## src/design/multi_duration_key_classifier_top_macros.svh

```systemverilog
// Assertion macros shared by the classifier's top level.
`ifndef MULTI_DURATION_KEY_CLASSIFIER_TOP_MACROS_SVH
`define MULTI_DURATION_KEY_CLASSIFIER_TOP_MACROS_SVH

// Same-cycle implication, checked on every rising clk outside reset.
`define MDKC_ASSERT_NOW(lbl, ante, cons, msg) \
	lbl: assert property (@(posedge clk) disable iff (!arst_n) (ante) |-> (cons)) \
		else $error(msg);

// Next-cycle implication.
`define MDKC_ASSERT_NEXT(lbl, ante, cons, msg) \
	lbl: assert property (@(posedge clk) disable iff (!arst_n) (ante) |=> (cons)) \
		else $error(msg);

`endif

```

## src/design/mdkc_pkg.sv

```systemverilog
// Shared types and constants of the multi-duration key classifier.
`default_nettype none
package mdkc_pkg;

	localparam int CfgW               = 16;
	localparam int TIMER_BITS_DEFAULT = 16;
	localparam int PaddrW             = 4;
	localparam int PdataW             = 32;
	localparam int ElapsedW           = 8;

	// Key state machine phases, as reported on key_phase
	typedef enum logic [2:0] {
		PH_IDLE    = 3'd0,
		PH_WAIT    = 3'd1,
		PH_RECEIPT = 3'd2,
		PH_RESET   = 3'd3,
		PH_CHECK   = 3'd4,
		PH_RELEASE = 3'd5
	} phase_t;

	// Event codes
	typedef enum logic [1:0] {
		EV_NONE    = 2'd0,
		EV_RECEIPT = 2'd1,
		EV_RESET   = 2'd2,
		EV_CHECK   = 2'd3
	} event_t;

	// Register indexes (paddr[3:2])
	localparam logic [1:0] REG_RECEIPT_HOLD = 2'd0;
	localparam logic [1:0] REG_RESET_HOLD   = 2'd1;
	localparam logic [1:0] REG_CHECK_HOLD   = 2'd2;

	localparam logic [CfgW-1:0] RECEIPT_HOLD_RST = 16'd5;
	localparam logic [CfgW-1:0] RESET_HOLD_RST   = 16'd300;
	localparam logic [CfgW-1:0] CHECK_HOLD_RST   = 16'd500;

	typedef struct packed {
		logic [CfgW-1:0] receipt_hold_ticks;
		logic [CfgW-1:0] reset_hold_ticks;
		logic [CfgW-1:0] check_hold_ticks;
	} cfg_t;

	typedef struct packed {
		logic       matched;
		logic [1:0] event_code;
		logic [2:0] key_phase;
	} result_t;

	typedef struct packed {
		logic main_valid;
		logic skid_valid;
	} buf_status_t;

endpackage
`default_nettype wire

```

## src/design/mdkc_poll_if.sv

```systemverilog
// Poll channel: one key sample per transfer.
`default_nettype none
interface mdkc_poll_if;
	logic       valid;
	logic       ready;
	logic       key_pressed;
	logic [7:0] elapsed_ticks;
	logic [1:0] query_code;

	modport source (output valid, key_pressed, elapsed_ticks, query_code, input ready);
	modport sink   (input valid, key_pressed, elapsed_ticks, query_code, output ready);
endinterface
`default_nettype wire

```

## src/design/mdkc_result_if.sv

```systemverilog
// Result channel: one classification result per transfer.
`default_nettype none
interface mdkc_result_if;
	logic       valid;
	logic       ready;
	logic       matched;
	logic [1:0] event_code;
	logic [2:0] key_phase;

	modport source (output valid, matched, event_code, key_phase, input ready);
	modport sink   (input valid, matched, event_code, key_phase, output ready);
endinterface
`default_nettype wire

```

## src/design/mdkc_cfg_regs.sv

```systemverilog
// APB-style hold-time registers.
`default_nettype none
module mdkc_cfg_regs (
	input  logic                       clk,
	input  logic                       arst_n,
	input  logic                       psel,
	input  logic                       penable,
	input  logic                       pwrite,
	input  logic [mdkc_pkg::PaddrW-1:0] paddr,
	input  logic [mdkc_pkg::PdataW-1:0] pwdata,
	output logic [mdkc_pkg::PdataW-1:0] prdata,
	output logic                       pready,
	output mdkc_pkg::cfg_t             cfg
);
	import mdkc_pkg::*;

	cfg_t       cfg_q;
	logic       wr_en;
	logic [1:0] reg_idx;

	assign pready  = 1'b1;
	assign wr_en   = psel & penable & pwrite;
	assign reg_idx = paddr[3:2];
	assign cfg     = cfg_q;

	// register write; index three is not decoded
	always_ff @(posedge clk or negedge arst_n) begin
		if (!arst_n) begin
			cfg_q.receipt_hold_ticks <= RECEIPT_HOLD_RST;
			cfg_q.reset_hold_ticks   <= RESET_HOLD_RST;
			cfg_q.check_hold_ticks   <= CHECK_HOLD_RST;
		end else if (wr_en) begin
			case (reg_idx)
				REG_RECEIPT_HOLD: cfg_q.receipt_hold_ticks <= pwdata[CfgW-1:0];
				REG_RESET_HOLD:   cfg_q.reset_hold_ticks   <= pwdata[CfgW-1:0];
				REG_CHECK_HOLD:   cfg_q.check_hold_ticks   <= pwdata[CfgW-1:0];
				default: ;
			endcase
		end
	end

	// read mux
	always_comb begin
		case (reg_idx)
			REG_RECEIPT_HOLD: prdata = PdataW'(cfg_q.receipt_hold_ticks);
			REG_RESET_HOLD:   prdata = PdataW'(cfg_q.reset_hold_ticks);
			REG_CHECK_HOLD:   prdata = PdataW'(cfg_q.check_hold_ticks);
			default:          prdata = '0;
		endcase
	end
endmodule
`default_nettype wire

```

## src/design/mdkc_core.sv

```systemverilog
// Key state machine, countdown timer and event latch; one step per poll.
`default_nettype none
module mdkc_core #(
	parameter int TIMER_BITS = mdkc_pkg::TIMER_BITS_DEFAULT
) (
	input  logic                         clk,
	input  logic                         arst_n,
	input  logic                         step,
	input  logic                         key_pressed,
	input  logic [mdkc_pkg::ElapsedW-1:0] elapsed_ticks,
	input  logic [1:0]                   query_code,
	input  mdkc_pkg::cfg_t               cfg,
	output mdkc_pkg::result_t            res
);
	import mdkc_pkg::*;

	localparam int WideW = (TIMER_BITS > CfgW) ? TIMER_BITS : CfgW;
	localparam logic [WideW-1:0] TimerMax = WideW'({TIMER_BITS{1'b1}});

	phase_t                phase_q, phase_n;
	logic [TIMER_BITS-1:0] rem_q, rem_n, rem_dec;
	logic [1:0]            pend_q, pend_n;
	logic [1:0]            latch_q, latch_n;
	logic [1:0]            evt;
	logic                  ovf;
	logic                  hit;

	// hold time clipped to the timer range
	function automatic logic [TIMER_BITS-1:0] load_dur(input logic [CfgW-1:0] v);
		logic [WideW-1:0] vw;
		vw = WideW'(v);
		return (vw > TimerMax) ? TimerMax[TIMER_BITS-1:0] : vw[TIMER_BITS-1:0];
	endfunction

	// saturating countdown
	assign rem_dec = (rem_q > TIMER_BITS'(elapsed_ticks)) ?
		rem_q - TIMER_BITS'(elapsed_ticks) : '0;
	assign ovf = (rem_dec == '0);

	// next state
	always_comb begin
		phase_n = phase_q;
		rem_n   = rem_dec;
		pend_n  = pend_q;
		latch_n = latch_q;
		case (phase_q)
			PH_WAIT: begin
				if (key_pressed) begin
					rem_n   = load_dur(cfg.receipt_hold_ticks);
					phase_n = PH_RECEIPT;
				end
			end
			PH_RECEIPT, PH_RESET, PH_CHECK: begin
				if (!key_pressed) begin
					latch_n = pend_q;
					phase_n = PH_IDLE;
				end else if (ovf) begin
					case (phase_q)
						PH_RECEIPT: begin
							rem_n   = load_dur(cfg.reset_hold_ticks);
							pend_n  = EV_RECEIPT;
							phase_n = PH_RESET;
						end
						PH_RESET: begin
							rem_n   = load_dur(cfg.check_hold_ticks);
							pend_n  = EV_RESET;
							phase_n = PH_CHECK;
						end
						default: begin
							pend_n  = EV_CHECK;
							phase_n = PH_RELEASE;
						end
					endcase
					latch_n = pend_n;
				end
			end
			PH_RELEASE: begin
				if (!key_pressed) begin
					phase_n = PH_IDLE;
				end
			end
			default: begin
				latch_n = pend_q;
				phase_n = PH_WAIT;
			end
		endcase

		// query against the freshly latched event
		evt = latch_n;
		hit = (evt == query_code);
		if (hit) begin
			latch_n = EV_NONE;
			pend_n  = EV_NONE;
		end

		res.matched    = hit;
		res.event_code = evt;
		res.key_phase  = phase_n;
	end

	// state registers advance once per accepted poll
	always_ff @(posedge clk or negedge arst_n) begin
		if (!arst_n) begin
			phase_q <= PH_IDLE;
			rem_q   <= '0;
			pend_q  <= EV_NONE;
			latch_q <= EV_NONE;
		end else if (step) begin
			phase_q <= phase_n;
			rem_q   <= rem_n;
			pend_q  <= pend_n;
			latch_q <= latch_n;
		end
	end
endmodule
`default_nettype wire

```

## src/design/mdkc_out_buf.sv

```systemverilog
// Result register with a skid entry, so a poll is taken while a result waits.
`default_nettype none
module mdkc_out_buf (
	input  logic                  clk,
	input  logic                  arst_n,
	input  logic                  push,
	input  mdkc_pkg::result_t     push_data,
	output logic                  can_push,
	output logic                  out_valid,
	input  logic                  out_ready,
	output mdkc_pkg::result_t     out_data,
	output mdkc_pkg::buf_status_t status
);
	import mdkc_pkg::*;

	logic    main_v_q, skid_v_q;
	result_t main_q, skid_q;
	logic    pop;

	assign pop       = main_v_q & out_ready;
	assign can_push  = ~skid_v_q;
	assign out_valid = main_v_q;
	assign out_data  = main_q;
	assign status    = '{main_valid: main_v_q, skid_valid: skid_v_q};

	// valid flags
	always_ff @(posedge clk or negedge arst_n) begin
		if (!arst_n) begin
			main_v_q <= 1'b0;
			skid_v_q <= 1'b0;
		end else if (pop) begin
			if (skid_v_q) begin
				skid_v_q <= 1'b0;
			end else begin
				main_v_q <= push;
			end
		end else if (push) begin
			if (main_v_q) begin
				skid_v_q <= 1'b1;
			end else begin
				main_v_q <= 1'b1;
			end
		end
	end

	// payload
	always_ff @(posedge clk) begin
		if (pop) begin
			if (skid_v_q) begin
				main_q <= skid_q;
			end else if (push) begin
				main_q <= push_data;
			end
		end else if (push) begin
			if (main_v_q) begin
				skid_q <= push_data;
			end else begin
				main_q <= push_data;
			end
		end
	end
endmodule
`default_nettype wire

```

## src/design/multi_duration_key_classifier_top.sv

```systemverilog
// Top level of the multi-duration key classifier.
`default_nettype none
`include "multi_duration_key_classifier_top_macros.svh"
// Long-press classifier: each poll transfer (key level, ticks elapsed, query code) steps a
// saturating countdown and the key state machine, and yields exactly one result transfer
// (matched, latched event, phase). A poll is taken every clock while poll ready is high;
// the whole step is one pass of logic into the state and result registers. A two-entry
// result buffer lets one further poll be taken while a result is stalled; poll ready drops
// only when both entries are full. Hold times are written over APB at byte addresses 0, 4
// and 8; the user must write them only while no poll is in flight; it is not enforced.
module multi_duration_key_classifier_top #(
	parameter int TIMER_BITS = mdkc_pkg::TIMER_BITS_DEFAULT
) (
	input  logic                        clk,
	input  logic                        arst_n,
	mdkc_poll_if.sink                   poll,
	mdkc_result_if.source               result,
	input  logic                        psel,
	input  logic                        penable,
	input  logic                        pwrite,
	input  logic [mdkc_pkg::PaddrW-1:0] paddr,
	input  logic [mdkc_pkg::PdataW-1:0] pwdata,
	output logic [mdkc_pkg::PdataW-1:0] prdata,
	output logic                        pready
);
	import mdkc_pkg::*;

	cfg_t        cfg;
	result_t     step_res;
	result_t     out_res;
	buf_status_t stat;
	logic        can_push;
	logic        poll_xfer;
	logic        main_v;
	logic        skid_v;
	logic        out_stall;

	assign poll.ready = can_push;
	assign poll_xfer  = poll.valid & can_push;

	mdkc_cfg_regs u_cfg (
		.clk     (clk),
		.arst_n  (arst_n),
		.psel    (psel),
		.penable (penable),
		.pwrite  (pwrite),
		.paddr   (paddr),
		.pwdata  (pwdata),
		.prdata  (prdata),
		.pready  (pready),
		.cfg     (cfg)
	);

	mdkc_core #(.TIMER_BITS(TIMER_BITS)) u_core (
		.clk           (clk),
		.arst_n        (arst_n),
		.step          (poll_xfer),
		.key_pressed   (poll.key_pressed),
		.elapsed_ticks (poll.elapsed_ticks),
		.query_code    (poll.query_code),
		.cfg           (cfg),
		.res           (step_res)
	);

	mdkc_out_buf u_buf (
		.clk       (clk),
		.arst_n    (arst_n),
		.push      (poll_xfer),
		.push_data (step_res),
		.can_push  (can_push),
		.out_valid (result.valid),
		.out_ready (result.ready),
		.out_data  (out_res),
		.status    (stat)
	);

	assign result.matched    = out_res.matched;
	assign result.event_code = out_res.event_code;
	assign result.key_phase  = out_res.key_phase;

	// buffer occupancy seen by the checks
	assign main_v    = stat.main_valid;
	assign skid_v    = stat.skid_valid;
	assign out_stall = main_v & ~result.ready;

	// buffer bookkeeping checks
	`MDKC_ASSERT_NOW(a_skid_needs_main, skid_v, main_v, "skid full while main empty")
	`MDKC_ASSERT_NEXT(a_poll_to_result, poll_xfer && !main_v, main_v, "result lost")
	`MDKC_ASSERT_NEXT(a_stall_to_skid, poll_xfer && out_stall, skid_v, "stalled result lost")
endmodule
`default_nettype wire
```

## src/flat_wrapper.sv

```systemverilog
// flat-port wrapper written by rule: the top's interface ports become plain ports
module multi_duration_key_classifier_top_flat import mdkc_pkg::*;
#(
	parameter int TIMER_BITS = mdkc_pkg::TIMER_BITS_DEFAULT
)
  (clk, arst_n, psel, penable, pwrite, paddr, pwdata, prdata, pready, poll_valid, poll_key_pressed, poll_elapsed_ticks, poll_query_code, poll_ready, result_valid, result_matched, result_event_code, result_key_phase, result_ready);
  mdkc_poll_if poll_i ();
  mdkc_result_if result_i ();
  input  logic clk;
  input  logic arst_n;
  input  logic psel;
  input  logic penable;
  input  logic pwrite;
  input  logic [mdkc_pkg::PaddrW-1:0] paddr;
  input  logic [mdkc_pkg::PdataW-1:0] pwdata;
  output logic [mdkc_pkg::PdataW-1:0] prdata;
  output logic pready;
  input wire logic [$bits(poll_i.valid)-1:0] poll_valid;
  input wire logic [$bits(poll_i.key_pressed)-1:0] poll_key_pressed;
  input wire logic [$bits(poll_i.elapsed_ticks)-1:0] poll_elapsed_ticks;
  input wire logic [$bits(poll_i.query_code)-1:0] poll_query_code;
  output wire logic [$bits(poll_i.ready)-1:0] poll_ready;
  output wire logic [$bits(result_i.valid)-1:0] result_valid;
  output wire logic [$bits(result_i.matched)-1:0] result_matched;
  output wire logic [$bits(result_i.event_code)-1:0] result_event_code;
  output wire logic [$bits(result_i.key_phase)-1:0] result_key_phase;
  input wire logic [$bits(result_i.ready)-1:0] result_ready;
  assign poll_i.valid = poll_valid;
  assign poll_i.key_pressed = poll_key_pressed;
  assign poll_i.elapsed_ticks = poll_elapsed_ticks;
  assign poll_i.query_code = poll_query_code;
  assign poll_ready = poll_i.ready;
  assign result_valid = result_i.valid;
  assign result_matched = result_i.matched;
  assign result_event_code = result_i.event_code;
  assign result_key_phase = result_i.key_phase;
  assign result_i.ready = result_ready;
  multi_duration_key_classifier_top #(.TIMER_BITS(TIMER_BITS)) u_core (.clk(clk), .arst_n(arst_n), .poll(poll_i), .result(result_i), .psel(psel), .penable(penable), .pwrite(pwrite), .paddr(paddr), .pwdata(pwdata), .prdata(prdata), .pready(pready));
endmodule
```

## config.mk

```make
export PLATFORM = sky130hd
export DESIGN_NAME = multi_duration_key_classifier_top_flat
export DESIGN_NICKNAME = d
export VERILOG_FILES = /design/src/design/mdkc_pkg.sv /design/src/design/mdkc_poll_if.sv /design/src/design/mdkc_result_if.sv /design/src/design/mdkc_cfg_regs.sv /design/src/design/mdkc_core.sv /design/src/design/mdkc_out_buf.sv /design/src/design/multi_duration_key_classifier_top.sv /design/src/flat_wrapper.sv
export VERILOG_INCLUDE_DIRS = /design/src /design/src/design
export SDC_FILE = /design/constraint.sdc
export NUM_CORES = 1
export LEC_CHECK = 0
export ABC_AREA = 1
export BUFFER_PORTS_ARGS = -buffer_cell sky130_fd_sc_hd__buf_2
export CAP_MARGIN = 20
export CORE_ASPECT_RATIO = 0.6
export CORE_MARGIN = 10
export CORE_UTILIZATION = 57
export CTS_CLUSTER_DIAMETER = 60
export DETAILED_ROUTE_END_ITERATION = 16
export PLACE_DENSITY = 0.92
export SYNTH_ARGS = -nofsm -noshare
export SYNTH_HDL_FRONTEND = slang
export SYNTH_SLANG_ARGS = --single-unit
export TNS_END_PERCENT = 30
```

## constraint.sdc

```tcl
create_clock -name clk -period 3.9 [get_ports clk]
set_clock_uncertainty 0.1 [all_clocks]
set_input_delay 0.975 -clock clk [delete_from_list [all_inputs] [get_ports clk]]
set_output_delay 0.975 -clock clk [all_outputs]
set_load 0.01 [all_outputs]
```

### Yosys cells after proc, flatten, opt, wreduce, memory -nomap -nowiden

Cells that the tools add are included.

* $add $sub $neg: 1
* $mul: 0
* div/mod/pow operators: 0
* order comparisons: 4
* equal/unequal tests: 10
* shifts and indexed selects: 0
* mux-type cells: 36
* bitwise gates (word level): 6
* reduce and logical (&&, ||, !) cells: 18

Operator list (count)
* 2-to-1 mux 16 bit: 7
* one-hot mux 16 bit (2 select lines): 2
* greater-than comparator 16 bit (second input constant): 3
* one-hot mux 16 bit (3 select lines): 1
* 2-to-1 mux 6 bit: 5
* greater-than comparator 16 x 8 -> 1 bit: 1
* logical NOT 16 bit: 1
* subtractor 16 x 8 -> 16 bit: 1
* 2-to-1 mux 2 bit: 7
* 2-to-1 mux 3 bit: 4
* nonzero test 2 bit: 6
* AND reduction 2 bit: 5
* one-hot mux 3 bit (3 select lines): 1
* one-hot mux 2 bit (2 select lines): 2
* == test 3 x 2 -> 1 bit (second input constant): 2
* == test 3 bit (second input constant): 2
* 2-to-1 mux 1 bit: 6
* one-hot mux 3 bit (2 select lines): 1
* AND reduction 3 bit: 2
* AND 1 bit: 4
* AND reduction 4 bit: 1
* == test 3 x 1 -> 1 bit (second input constant): 1
* OR reduction 3 bit: 1
* == test 2 x 1 -> 1 bit (second input constant): 1
* 7 further kinds: 8

* flip-flop bits (word level): 85
* bits in latches: 0
* bits in writable memories: 0
* ROM bits: 0
* output and inout bits: 41
* word-level logic and storage cells: 90
* memories: 0

### Longest topological paths before layout

Gate-level depths: netlist of the first run.

* depth after elaboration: 10
* gate-level depth with buffers: 27

### Hierarchy

A second synthesis of the first run with hierarchy kept.

* cell total of the unflattened synthesis: 836
* area total of the unflattened synthesis: 5989.5 sq um

By module, submodules not included
* mdkc_core: instances 1, cells each 479, area an instance 2967.8 sq um, sequential area each 575.6 sq um
* mdkc_cfg_regs: instances 1, cells each 302, area an instance 2421.1 sq um, sequential area each 1216.2 sq um
* mdkc_out_buf: instances 1, cells each 53, area an instance 593.1 sq um, sequential area each 410.4 sq um
* multi_duration_key_classifier_top: instances 1, cells each 2, area an instance 7.5 sq um, sequential area each 0.0 sq um

### Worst setup path before layout of the first run

No wires, ideal clock.

* path type: in2reg
* start: input poll_elapsed_ticks[0]
* end: register u_core.u_buf.main_q, in the netlist u_core.u_buf.out_data[5] (data pin)
* data arrival time: 3112 ps
* required time: 3541 ps
* slack: 429 ps
* cell stages on the path: 23
* cells stage by stage: ha_1 -> fa_1 -> inv_1 -> nand3_1 -> nand2_1 -> nand2_2 -> nand2_2 -> nand2_2 -> nand2_4 -> buf_6 -> nand3_2 -> nand2_1 -> nor2_4 -> nand3_2 -> nand2_1 -> nand2_1 -> nand2_1 -> nand2_2 -> nand2_2 -> nand2_1 -> nand2_2 -> nand2_4 -> a21oi_1

RTL lines
* start, declared: RTL line flat_wrapper.sv:20 `input wire logic [$bits(poll_i.elapsed_ticks)-1:0] poll_elapsed_ticks;`
* end signal, assigned: RTL line mdkc_out_buf.sv:50 `main_q <= skid_q;`
* end signal, assigned: RTL line mdkc_out_buf.sv:52 `main_q <= push_data;`
* end signal, assigned: RTL line mdkc_out_buf.sv:58 `main_q <= push_data;`
* end, declared: RTL line mdkc_out_buf.sv:17 `result_t main_q, skid_q;`

### Worst setup path after layout of the first run

* start: input poll_elapsed_ticks[0]
* end: register u_core.u_core.rem_q[9]

* word-level cells in the longest chain between the ends: 6
* elaborated cells on any way between the ends: 9
* classes of those cells: add/sub (1); order compare (1); mux (6); reduce/logical (1)

RTL lines
* subtractor 16 x 8 -> 16 bit / greater-than comparator 16 x 8 -> 1 bit (equally long branches): RTL line mdkc_core.sv:37, mdkc_core.sv:36
* 2-to-1 mux 16 bit (*): RTL line mdkc_core.sv:36 `assign rem_dec = (rem_q > TIMER_BITS'(elapsed_ticks)) ?`
* logical NOT 16 bit / one-hot mux 16 bit (2 select lines) (equally long branches): RTL line mdkc_core.sv:38, mdkc_core.sv:58
* 2-to-1 mux 16 bit: RTL line mdkc_core.sv:57 `end else if (ovf) begin`
* 2-to-1 mux 16 bit: RTL line mdkc_core.sv:54 `if (!key_pressed) begin`
* one-hot mux 16 bit (2 select lines) (*): RTL line mdkc_core.sv:46 `case (phase_q)`
* end signal, assigned: RTL line mdkc_core.sv:110 `rem_q <= rem_n;`
* end, declared: RTL line mdkc_core.sv:21 `logic [TIMER_BITS-1:0] rem_q, rem_n, rem_dec;`

Every way passes the cells marked *; elsewhere a longest branch is shown, timed or not.
A chain may end at the register's enable or synchronous reset.

==> results.cfg, run 1 <==
[outcome]
run_status = finished clean

[grt]
antenna_found_initial = 0
grt_pass1_wl_um = 26920
grt_remaining_overflow = 0
grt_pass1_vias = 5337
grt_max_degree = 35
grt.total_usage_pct = 22.65

[pwr]
ir_drop_v = 0.0003758
power.density_mw_per_mm2 = 734.5
power_leakage_nw = 3.390

[sta]
slew_headroom_pct = 29.52
fin_crit_sh_pct = 94.84
rsz0062_at_grt = no
final_max_slew_viol_count = 0
setup_viol = 0
fin_crit_ns = 3.699
max_freq_mhz = 270.4
hold_viol = 0
tightest_slew_ns = 1.056

[yosys]
ys_seq_area_share_pct = 39.29
netlist_area_sq_mm = 0.005605
synth_cells = 803
synth_cell_types = 41
avgSynthCellArea_sq_um = 6.981
synth_warnings = 0
synth_seq_cells = 85

[floorplan]
die_h_um = 96.82
fp-row-count = 27
coreArea_sq_mm = 0.009392
dieArea_sq_mm = 0.01433
die_x_um = 148.0
initial_core_util_pct = 59.69
ios = 95

[cells_and_area]
fin_area_sq_mm = 0.006505
nNetsFinal = 946
drive_gt1_share_pct = 18.02
multi_input_area_sq_mm = 0.002811
num_antenna_cells = 0
fill_cells = 806
final_cell_count_no_fill = 1018
register_area_sq_mm = 0.002202
synthToLayoutAreaGrowth_pct = 16.05

[hold_path]
min_delay_worst_endpoint = u_core.u_core.pend_q[0]
min_path_type = reg -> reg
hold_start = u_core.u_core.pend_q[0]
hold-path-cell-count = 2

[clocking]
clk_path_buf_depth = 2
cts_buffers = 9
cts_tree = done
hold_buffers = 0
root_buffer = clkbuf_16
cts_resized = 0
clk_latency_ns = 0.35
htree_levels = 3
cts_setup_buffers = 0
path_clk_slew_ns = 0.06
cts_num_sinks = 85

[critical_path]
criticalPathCategory = in -> reg
worst-path-buf-inv = 2
cp.required_ns = 4.01
max_stage_delay_ns = 0.39
cp_slowest_cell = fa_1
reg2reg_setup_slack_ns = 0.57
r2r-end = u_core.u_core.rem_q[9]
crit-reg2reg-launch = u_core.u_core.rem_q[0]
cpLargestDelayFamily = simple AND/OR/NAND/NOR gates
crit_top_cell = nand2_1
ff2ff_path_depth = 21
cp_max_fo = 15
startpoint_type = primary input
critPathArrivalTime_ns = 3.81
cp_cell_sequence = buf_2 > ha_1 > fa_1 > inv_1 > nand3_1 > nand2_1 > nand2_2 > nand2_2 > nand2_2 > nand2_4 > nand3_1 > nand2_1 > nor2_4 > nand2_1 > nor2_4 > nand2_2 > nand2_1 > o21ai_0 > nand2_1 > a21oi_1 > o22ai_1
endpoint_kind = register

[drt]
num_vias = 5823
first_pass_iters = 6
drc = 0
wl_um = 16520
first_iter_violations = 710
ant_nets = 0
avgRoutedWirePerCell_um = 16.23
routed_via_density = 5.720

[placed_design]
gp_congestion = 0.9802
port_buffers = 59
dp_cells = 1002
placed_area_sq_mm = 0.006162
dpl.hpwl_um = 12200

[run]
cap_violations = 0
==> cells in the mapped netlist <==
cell type,n,area share [%]
nor3b_1,1,0.13
a21oi_2,1,0.16
nand3_1,50,4.5
a211oi_1,2,0.27
nand4_2,1,0.22
conb_1,2,0.13
ha_1,8,1.8
a31oi_1,2,0.22
and3_1,2,0.22
dfrtp_1,61,27
nand2_2,15,1.7
nand4_1,9,1.0
buf_2,2,0.18
clkbuf_1,19,1.3
nand3b_1,1,0.13
nor2_1,51,3.4
o21ai_2,1,0.16
nand2_4,2,0.40
fa_1,1,0.36
nor3_1,3,0.27
o221ai_1,6,0.94
nor2_4,5,1.0
nand3_2,7,1.3
a22oi_1,3,0.40
buf_6,1,0.20
inv_2,3,0.20
a221oi_1,1,0.16
nand2_1,249,17
nor2_2,3,0.33
o22ai_1,12,1.3
clkinv_1,1,0.067
a21oi_1,25,2.2
o21ai_1,4,0.36
buf_1,2,0.13
edfxtp_1,12,6.4
buf_4,17,2.3
inv_1,108,7.2
dfstp_2,12,5.6
o21ai_0,83,7.4
xor2_1,1,0.16
o211ai_1,14,1.9
==> worst max path at each step <==
stage	start	endpoint	slack (ns)	cells past startpoint
6_report	poll_elapsed_ticks[0]	u_core.u_core.rem_q[9]	0.20	21
5_1_grt	poll_elapsed_ticks[0]	u_core.u_core.rem_q[13]	0.04	22
4_1_cts	poll_elapsed_ticks[0]	u_core.u_core.rem_q[13]	0.30	22
3_5_place_dp	poll_elapsed_ticks[0]	u_core.u_core.rem_q[5]	-0.005	24
3_3_place_gp	poll_elapsed_ticks[0]	u_core.u_buf.out_data[2]	0.04	21
2_1_floorplan	poll_elapsed_ticks[0]	u_core.u_buf.out_data[5]	0.43	23
==> power by group <==
group | internal [W] | switching, W | total (W)
logic | 0.000833 | 0.00157 | 0.00241
registers | 0.00118 | 0.000195 | 0.00138
clock network | 0.000610 | 0.000383 | 0.000993
==> state kept, by name (all words and copies together), names as in the netlist <==
register,count
u_core.u_core.pend_q,2
u_core.u_buf.skid_q,6
u_core.u_core.phase_q,3
u_core.u_buf.out_valid,1
u_core.u_core.rem_q,16
u_core.u_buf.out_data,6
u_core.u_core.latch_q,2
u_core.u_cfg.cfg,48
u_core.u_buf.skid_v_q,1
==> logic make-up (layout without fill, tap and decap cells) <==
logic type / count (synthesis) / after routing / share of synthesized area, %
fa+ha+maj: 9 / 9 / 2.143
buf+inv: 153 / 223 / 11.56
simple gates: 399 / 399 / 31.21
flops: 85 / 85 / 39.29
other cells: 2 / 17 / 0.1340
compound gates: 154 / 154 / 15.51
xor+xnor: 1 / 1 / 0.1563
==> stage by stage <==
step / utilization [%] / power [W] / setup WS, ns / hold WS, ns / TNS, ns
global route: 69.26 / 0.005099 / 0.04106 / 0.4246 / 0
CTS: 69.26 / 0.004689 / 0.2952 / 0.3763 / 0
floorplan: - / 0.002921 / 0.4292 / 0.3413 / 0
detailed placement: 65.61 / 0.003673 / -0.005361 / 0.3604 / -0.005361
global placement: 65.61 / 0.003601 / 0.03653 / 0.3571 / 0
finish: 69.26 / 0.004778 / 0.2014 / 0.3760 / 0
==> area by class of cell <==
type	instances	share of cell area, %
clock inverter	5	1.366
timing repair buffer	95	8.694
multi-input combinational	580	43.22
inverter	112	6.463
sequential	85	33.85
tap	130	2.500
clock buffer	11	3.905
==> cells in the final DEF (no fill, tap or decap), types with 14 or more instances in the layout <==
| cell type | synthesis | routed |
|---|---|---|
| o211ai_1 | 14 | 14 |
| a21oi_1 | 25 | 25 |
| nand2_2 | 15 | 15 |
| inv_1 | 108 | 108 |
| buf_4 | 17 | 36 |
| buf_2 | 2 | 59 |
| nand2_1 | 249 | 249 |
| nor2_1 | 51 | 51 |
| dfrtp_1 | 61 | 61 |
| nand3_1 | 50 | 50 |
| o21ai_0 | 83 | 83 |
| conb_1 | 2 | 17 |
==> worst min-delay path: stages, from the launching register on <==
cell and delay, ns:
dfrtp_1 0.35, nand2_1 0.05, nand2_1 0.04
==> routing by layer <==
layer	GRT usage, %	wire length, um
met1	32.14	7109
met2	30.93	6682
met3	9.188	2483
met4	5.648	244
met5	0	0
Power figures use the tool's default switching activity.
==> run 2: changes to the inputs <==
--- a/config.mk
+++ b/config.mk
@@ -7,7 +7,7 @@
 export NUM_CORES = 1
 export LEC_CHECK = 0
 export ABC_AREA = 1
-export BUFFER_PORTS_ARGS = -buffer_cell sky130_fd_sc_hd__buf_2
+export BUFFER_PORTS_ARGS = -buffer_cell sky130_fd_sc_hd__clkbuf_2
 export CAP_MARGIN = 20
 export CORE_ASPECT_RATIO = 0.6
 export CORE_MARGIN = 10
@@ -18,4 +18,4 @@
 export SYNTH_ARGS = -nofsm -noshare
 export SYNTH_HDL_FRONTEND = slang
 export SYNTH_SLANG_ARGS = --single-unit
-export TNS_END_PERCENT = 30
+export TNS_END_PERCENT = 10
==> results.cfg, run 2 (synthesis results as in run 1) <==
[sta]
tightest_slew_ns = 0.9431
whs_ns = 0.3861
fin_crit_sh_pct = 92.77
setup_viol = 0
max_freq_mhz = 276.4
hold_viol = 0
final_max_slew_viol_count = 0
fin_setup_tns_ns = 0
fin_crit_ns = 3.618
slew_headroom_pct = 36.97
rsz0062_at_grt = no

[cells_and_area]
drive_gt1_share_pct = 17.57
mostFrequentLayoutCells = nand2_1 (249), inv_1 (108), o21ai_0 (83)
nNetsFinal = 940
synthToLayoutAreaGrowth_pct = 15.20
largest_reg_flops = 48
num_antenna_cells = 0
fill_cells = 812
mostFrequentLayoutCell = nand2_1

[critical_path]
crit_top_cell = nand2_1
criticalPathCategory = in -> reg
ff2ff_path_depth = 20
startpoint_type = primary input
cp_slowest_cell = fa_1
cp.required_ns = 4.04
max_stage_delay_ns = 0.39
cp_max_fo = 6
cp_cell_sequence = clkbuf_2 > ha_1 > fa_1 > inv_1 > nand3_1 > nand2_1 > nand2_2 > nand2_2 > o21ai_0 > nand3_1 > nand2_1 > nor2_4 > nand2_1 > nor2_4 > nand2_2 > buf_4 > nor2_1 > o21ai_0 > nand2_1 > nand3_1 > nand2_1 > nand2_1
critPathArrivalTime_ns = 3.75
endpoint_kind = register

[clocking]
cts_resized = 0
hold_buffers = 0
cts_tree = done
path_clk_slew_ns = 0.06
clk_path_buf_depth = 2
cts_setup_buffers = 0
root_buffer = clkbuf_16
cts_num_sinks = 85
clk_latency_ns = 0.34
htree_levels = 3
cts_buffers = 9

[floorplan]
fp-row-count = 27
ios = 95
die_x_um = 148.0
coreArea_sq_mm = 0.009392
initial_core_util_pct = 59.69
dieArea_sq_mm = 0.01433
die_h_um = 96.82

[hold_path]
min_path_type = reg -> reg
hold-path-cell-count = 2

[pwr]
switching_share_pct = 45.80
power.density_mw_per_mm2 = 723.8
clkPwrFrac_pct = 19.1
seqPwrFrac_pct = 29.4
switchingPower_w = 0.002141
p_int_w = 0.002533
p_comb_share_pct = 51.4
ir_drop_v = 0.0003234
power_leakage_nw = 3.365
power_w = 0.004674

[grt]
grt_pass1_vias = 5111
grt_pass1_wl_um = 26240
grt_max_degree = 47
grt_remaining_overflow = 0
grt.total_usage_pct = 22.14
antenna_found_initial = 0

[run]
cap_violations = 0

[drt]
ant_nets = 0
first_pass_iters = 7
routed_via_density = 5.686
num_vias = 5754
drc = 0
avgRoutedWirePerCell_um = 16.27
first_iter_violations = 803
wl_um = 16460

[outcome]
run_status = finished clean

[placed_design]
gp_congestion = 0.9603
dpl.hpwl_um = 12270
port_buffers = 59
==> run 2: cell count changes in the layout (fill, tap and decap cells not counted), moves of 2 or more <==
| cell | change |
|---|---|
| buf_12 | +2 |
| buf_2 | -58 |
| buf_4 | -8 |
| clkbuf_2 | +58 |
| clkinv_2 | +2 |
==> run 2: metrics by stage <==
step	instances	util [%]	instance area, sq um	setup WS [ns]
2_1_floorplan	818	-	5662	0.4292
3_3_place_gp	996	65.40	6142	0.06900
3_5_place_dp	996	65.40	6142	0.007285
4_1_cts	1012	68.68	6450	0.3400
5_1_grt	1012	68.76	6457	0.02436
6_report	1012	68.76	6457	0.2819
==> run 2: power groups by stage <==
stage | Sequential [W] | Clock (W) | Combinational, W
after floorplan | 0.00133 | 0 | 0.00159
after global placement | 0.00137 | 0 | 0.00223
after detailed placement | 0.00137 | 0 | 0.00229
after CTS | 0.00136 | 0.000900 | 0.00232
after global routing | 0.00140 | 0.000937 | 0.00266
final | 0.00138 | 0.000895 | 0.00240
==> run 2: layout make-up <==
cell class | count | area (sq um) | area share, %
Multi-Input combinational cell | 580 | 2819 | 43.65
Clock buffer | 10 | 239.0 | 3.701
Tap cell | 130 | 162.7 | 2.519
Timing Repair Buffer | 89 | 545.5 | 8.448
Clock inverter | 6 | 68.82 | 1.066
Inverter | 112 | 420.4 | 6.510
Sequential cell | 85 | 2202 | 34.10
==> run 2: layer usage <==
metal,share of wire (%),wire (um),global-route usage (%)
met4,1.5,253,4.819
met3,15,2457,9.002
met2,39,6392,29.53
met1,45,7358,32.27
met5,0,0,0
==> run 2: critical path, delay by kind of cell <==
kind                       cells  cell delay [ns]
AOI/OAI and AO/OA              2             0.21
and+or+nand+nor               15             1.58
adders and majority gates      2             0.60
buffers and inverters          3             0.40
==> run 2: worst paths after layout <==
path	to	slack [ns]	startpoint
min	u_core.u_core.rem_q[0]	0.39	u_core.u_core.rem_q[0]
min in group asynchronous	u_core.u_core.rem_q[6]	0.57	arst_n
min reg2reg	u_core.u_core.rem_q[0]	0.39	u_core.u_core.rem_q[0]
max in group asynchronous	u_core.u_cfg.cfg[4]	2.39	arst_n
max	u_core.u_core.rem_q[13]	0.28	poll_elapsed_ticks[0]
max reg2reg	u_core.u_core.rem_q[13]	0.61	u_core.u_core.rem_q[5]
==> run 3: changes to the inputs <==
--- a/config.mk
+++ b/config.mk
@@ -12,9 +12,11 @@
 export CORE_ASPECT_RATIO = 0.6
 export CORE_MARGIN = 10
 export CORE_UTILIZATION = 57
-export CTS_CLUSTER_DIAMETER = 60
+export CTS_CLUSTER_DIAMETER = 200
 export DETAILED_ROUTE_END_ITERATION = 16
 export PLACE_DENSITY = 0.92
+export RECOVER_POWER = 25
+export REMOVE_ABC_BUFFERS = 1
 export SYNTH_ARGS = -nofsm -noshare
 export SYNTH_HDL_FRONTEND = slang
 export SYNTH_SLANG_ARGS = --single-unit
==> results.cfg, run 3 (synthesis results as in run 1) <==
[sta]
fin_setup_tns_ns = 0
slew_headroom_pct = -5.621
layout_setup_ws_ns = 0.2164
final_max_slew_viol_count = 29
rsz0062_at_grt = no
tightest_slew_ns = 1.584
hold_viol = 0
fin_crit_sh_pct = 94.45
fin_crit_ns = 3.684
max_freq_mhz = 271.5
setup_viol = 0

[clocking]
root_buffer = clkbuf_16
clk_path_buf_depth = 2
cts_tree = done
cts_resized = 0
cts_num_sinks = 85
cts_setup_buffers = 0
path_clk_slew_ns = 0.06
hold_buffers = 0
cts_buffers = 9
clk_latency_ns = 0.35
htree_levels = 3

[critical_path]
ff2ff_path_depth = 21
endpoint_kind = register
worst-path-buf-inv = 2
cpLargestDelayFamily = simple AND/OR/NAND/NOR gates
cp_max_fo = 16
r2r-end = u_core.u_core.rem_q[11]
crit_top_cell = nand2_1
crit-reg2reg-launch = u_core.u_core.rem_q[0]
critPathArrivalTime_ns = 3.78
criticalPathCategory = in -> reg
max_stage_delay_ns = 0.39
cp_slowest_cell = fa_1
cp.required_ns = 4.00
startpoint_type = primary input
cp_cell_sequence = clkbuf_2 > ha_1 > fa_1 > inv_1 > nand3_1 > nand2_1 > nand2_2 > nand2_2 > nand2_2 > nand2_4 > nand3_1 > nand2_1 > nor2_4 > nand2_1 > nor2_4 > nand2_2 > nand2_1 > o21ai_0 > nand2_1 > a21oi_1 > o22ai_1
reg2reg_setup_slack_ns = 0.56

[pwr]
switchingPower_w = 0.002162
ir_drop_v = 0.0003222
p_int_w = 0.002510
seqPwrFrac_pct = 29.4
power_leakage_nw = 3.331
p_comb_share_pct = 51.9
switching_share_pct = 46.28
clkPwrFrac_pct = 18.7
power.density_mw_per_mm2 = 728.5

[cells_and_area]
largest_reg_flops = 48
drive_gt1_share_pct = 17.10
num_antenna_cells = 0
nNetsFinal = 941
mostFrequentLayoutCells = nand2_1 (249), inv_1 (108), o21ai_0 (83)
fin_area_sq_mm = 0.006412
final_cell_count_no_fill = 1013
mostFrequentLayoutCell = nand2_1
synthToLayoutAreaGrowth_pct = 14.40
fill_cells = 807

[hold_path]
hold_start = u_core.u_core.pend_q[1]
min_path_type = reg -> reg
min_delay_worst_endpoint = u_core.u_core.pend_q[1]
hold-path-cell-count = 2

[placed_design]
place_ws_ns = -0.02535
dpl.hpwl_um = 12260
placed_area_sq_mm = 0.006125
gp_congestion = 0.9887
port_buffers = 59
dp_cells = 997

[outcome]
run_status = finished, violations left
violations = max-capacitance violations, max-slew violations

[floorplan]
die_h_um = 96.82
coreArea_sq_mm = 0.009392
ios = 95
die_x_um = 148.0
initial_core_util_pct = 59.69
dieArea_sq_mm = 0.01433
fp-row-count = 27

[run]
cap_violations = 1

[drt]
drc = 0
first_iter_violations = 699
ant_nets = 0
first_pass_iters = 5
num_vias = 5741
avgRoutedWirePerCell_um = 16.28
wl_um = 16490
routed_via_density = 5.667

[grt]
grt_pass1_vias = 5331
grt_remaining_overflow = 0
grt_pass1_wl_um = 27100
grt.total_usage_pct = 22.83
antenna_found_initial = 0
grt_max_degree = 33
==> run 3: worst max path at each step <==
stage                          start                       end  cells past startpoint
2_1_floorplan  poll_elapsed_ticks[0]   u_core.u_core.pend_q[0]                     24
3_3_place_gp   poll_elapsed_ticks[0]   u_core.u_core.rem_q[11]                     21
3_5_place_dp   poll_elapsed_ticks[0]   u_core.u_core.rem_q[11]                     21
4_1_cts        poll_elapsed_ticks[0]  u_core.u_buf.out_data[0]                     20
5_1_grt        poll_elapsed_ticks[7]   u_core.u_core.rem_q[13]                     22
6_report       poll_elapsed_ticks[0]   u_core.u_core.rem_q[11]                     21
==> run 3: stage by stage <==
step,hold WS (ns),util [%],power (W)
global route,0.4035,68.28,0.005000
global placement,0.3643,65.21,0.003607
detailed placement,0.3685,65.21,0.003673
floorplan,0.3413,-,0.002888
CTS,0.3817,68.41,0.004593
finish,0.3784,68.28,0.004672
==> run 3: final cells by class <==
| type | count | area (sq um) | share of cell area, % |
|---|---|---|---|
| clock inverters | 6 | 71.32 | 1.112 |
| well taps | 130 | 162.7 | 2.537 |
| flip-flops and latches | 85 | 2202 | 34.34 |
| clock buffers | 10 | 229.0 | 3.571 |
| multi-input cells | 580 | 2811 | 43.84 |
| repair buffers | 90 | 515.5 | 8.039 |
| inverters | 112 | 420.4 | 6.556 |
==> run 3: metal layers <==
metal / track usage (%) / vias to the layer above / share of wire, %
met1: 34.26 / 2633 / 45
met3: 7.842 / 24 / 14
met2: 30.49 / 370 / 40
met4: 4.669 / 0 / 1.0
met5: 0 / - / 0
li1: - / 2714 / -
==> run 3: worst reg2reg max path, delay by kind of cell, from the launching register on <==
family                   cells  cell delay, ns
flip-flops                   1            0.35
AND/OR/NAND/NOR             14            1.48
buffers and inverters        2            0.15
adder cells (fa/ha/maj)      2            0.59
AO/OA/AOI/OAI                3            0.52
==> run 3: power groups by stage <==
stage               clock network [W]  registers [W]  logic (W)
finish                       0.000874        0.00137    0.00243
global route                 0.000911        0.00139    0.00270
CTS                          0.000882        0.00136    0.00235
detailed placement                  0        0.00137    0.00230
global placement                    0        0.00136    0.00224
floorplan                           0        0.00133    0.00156
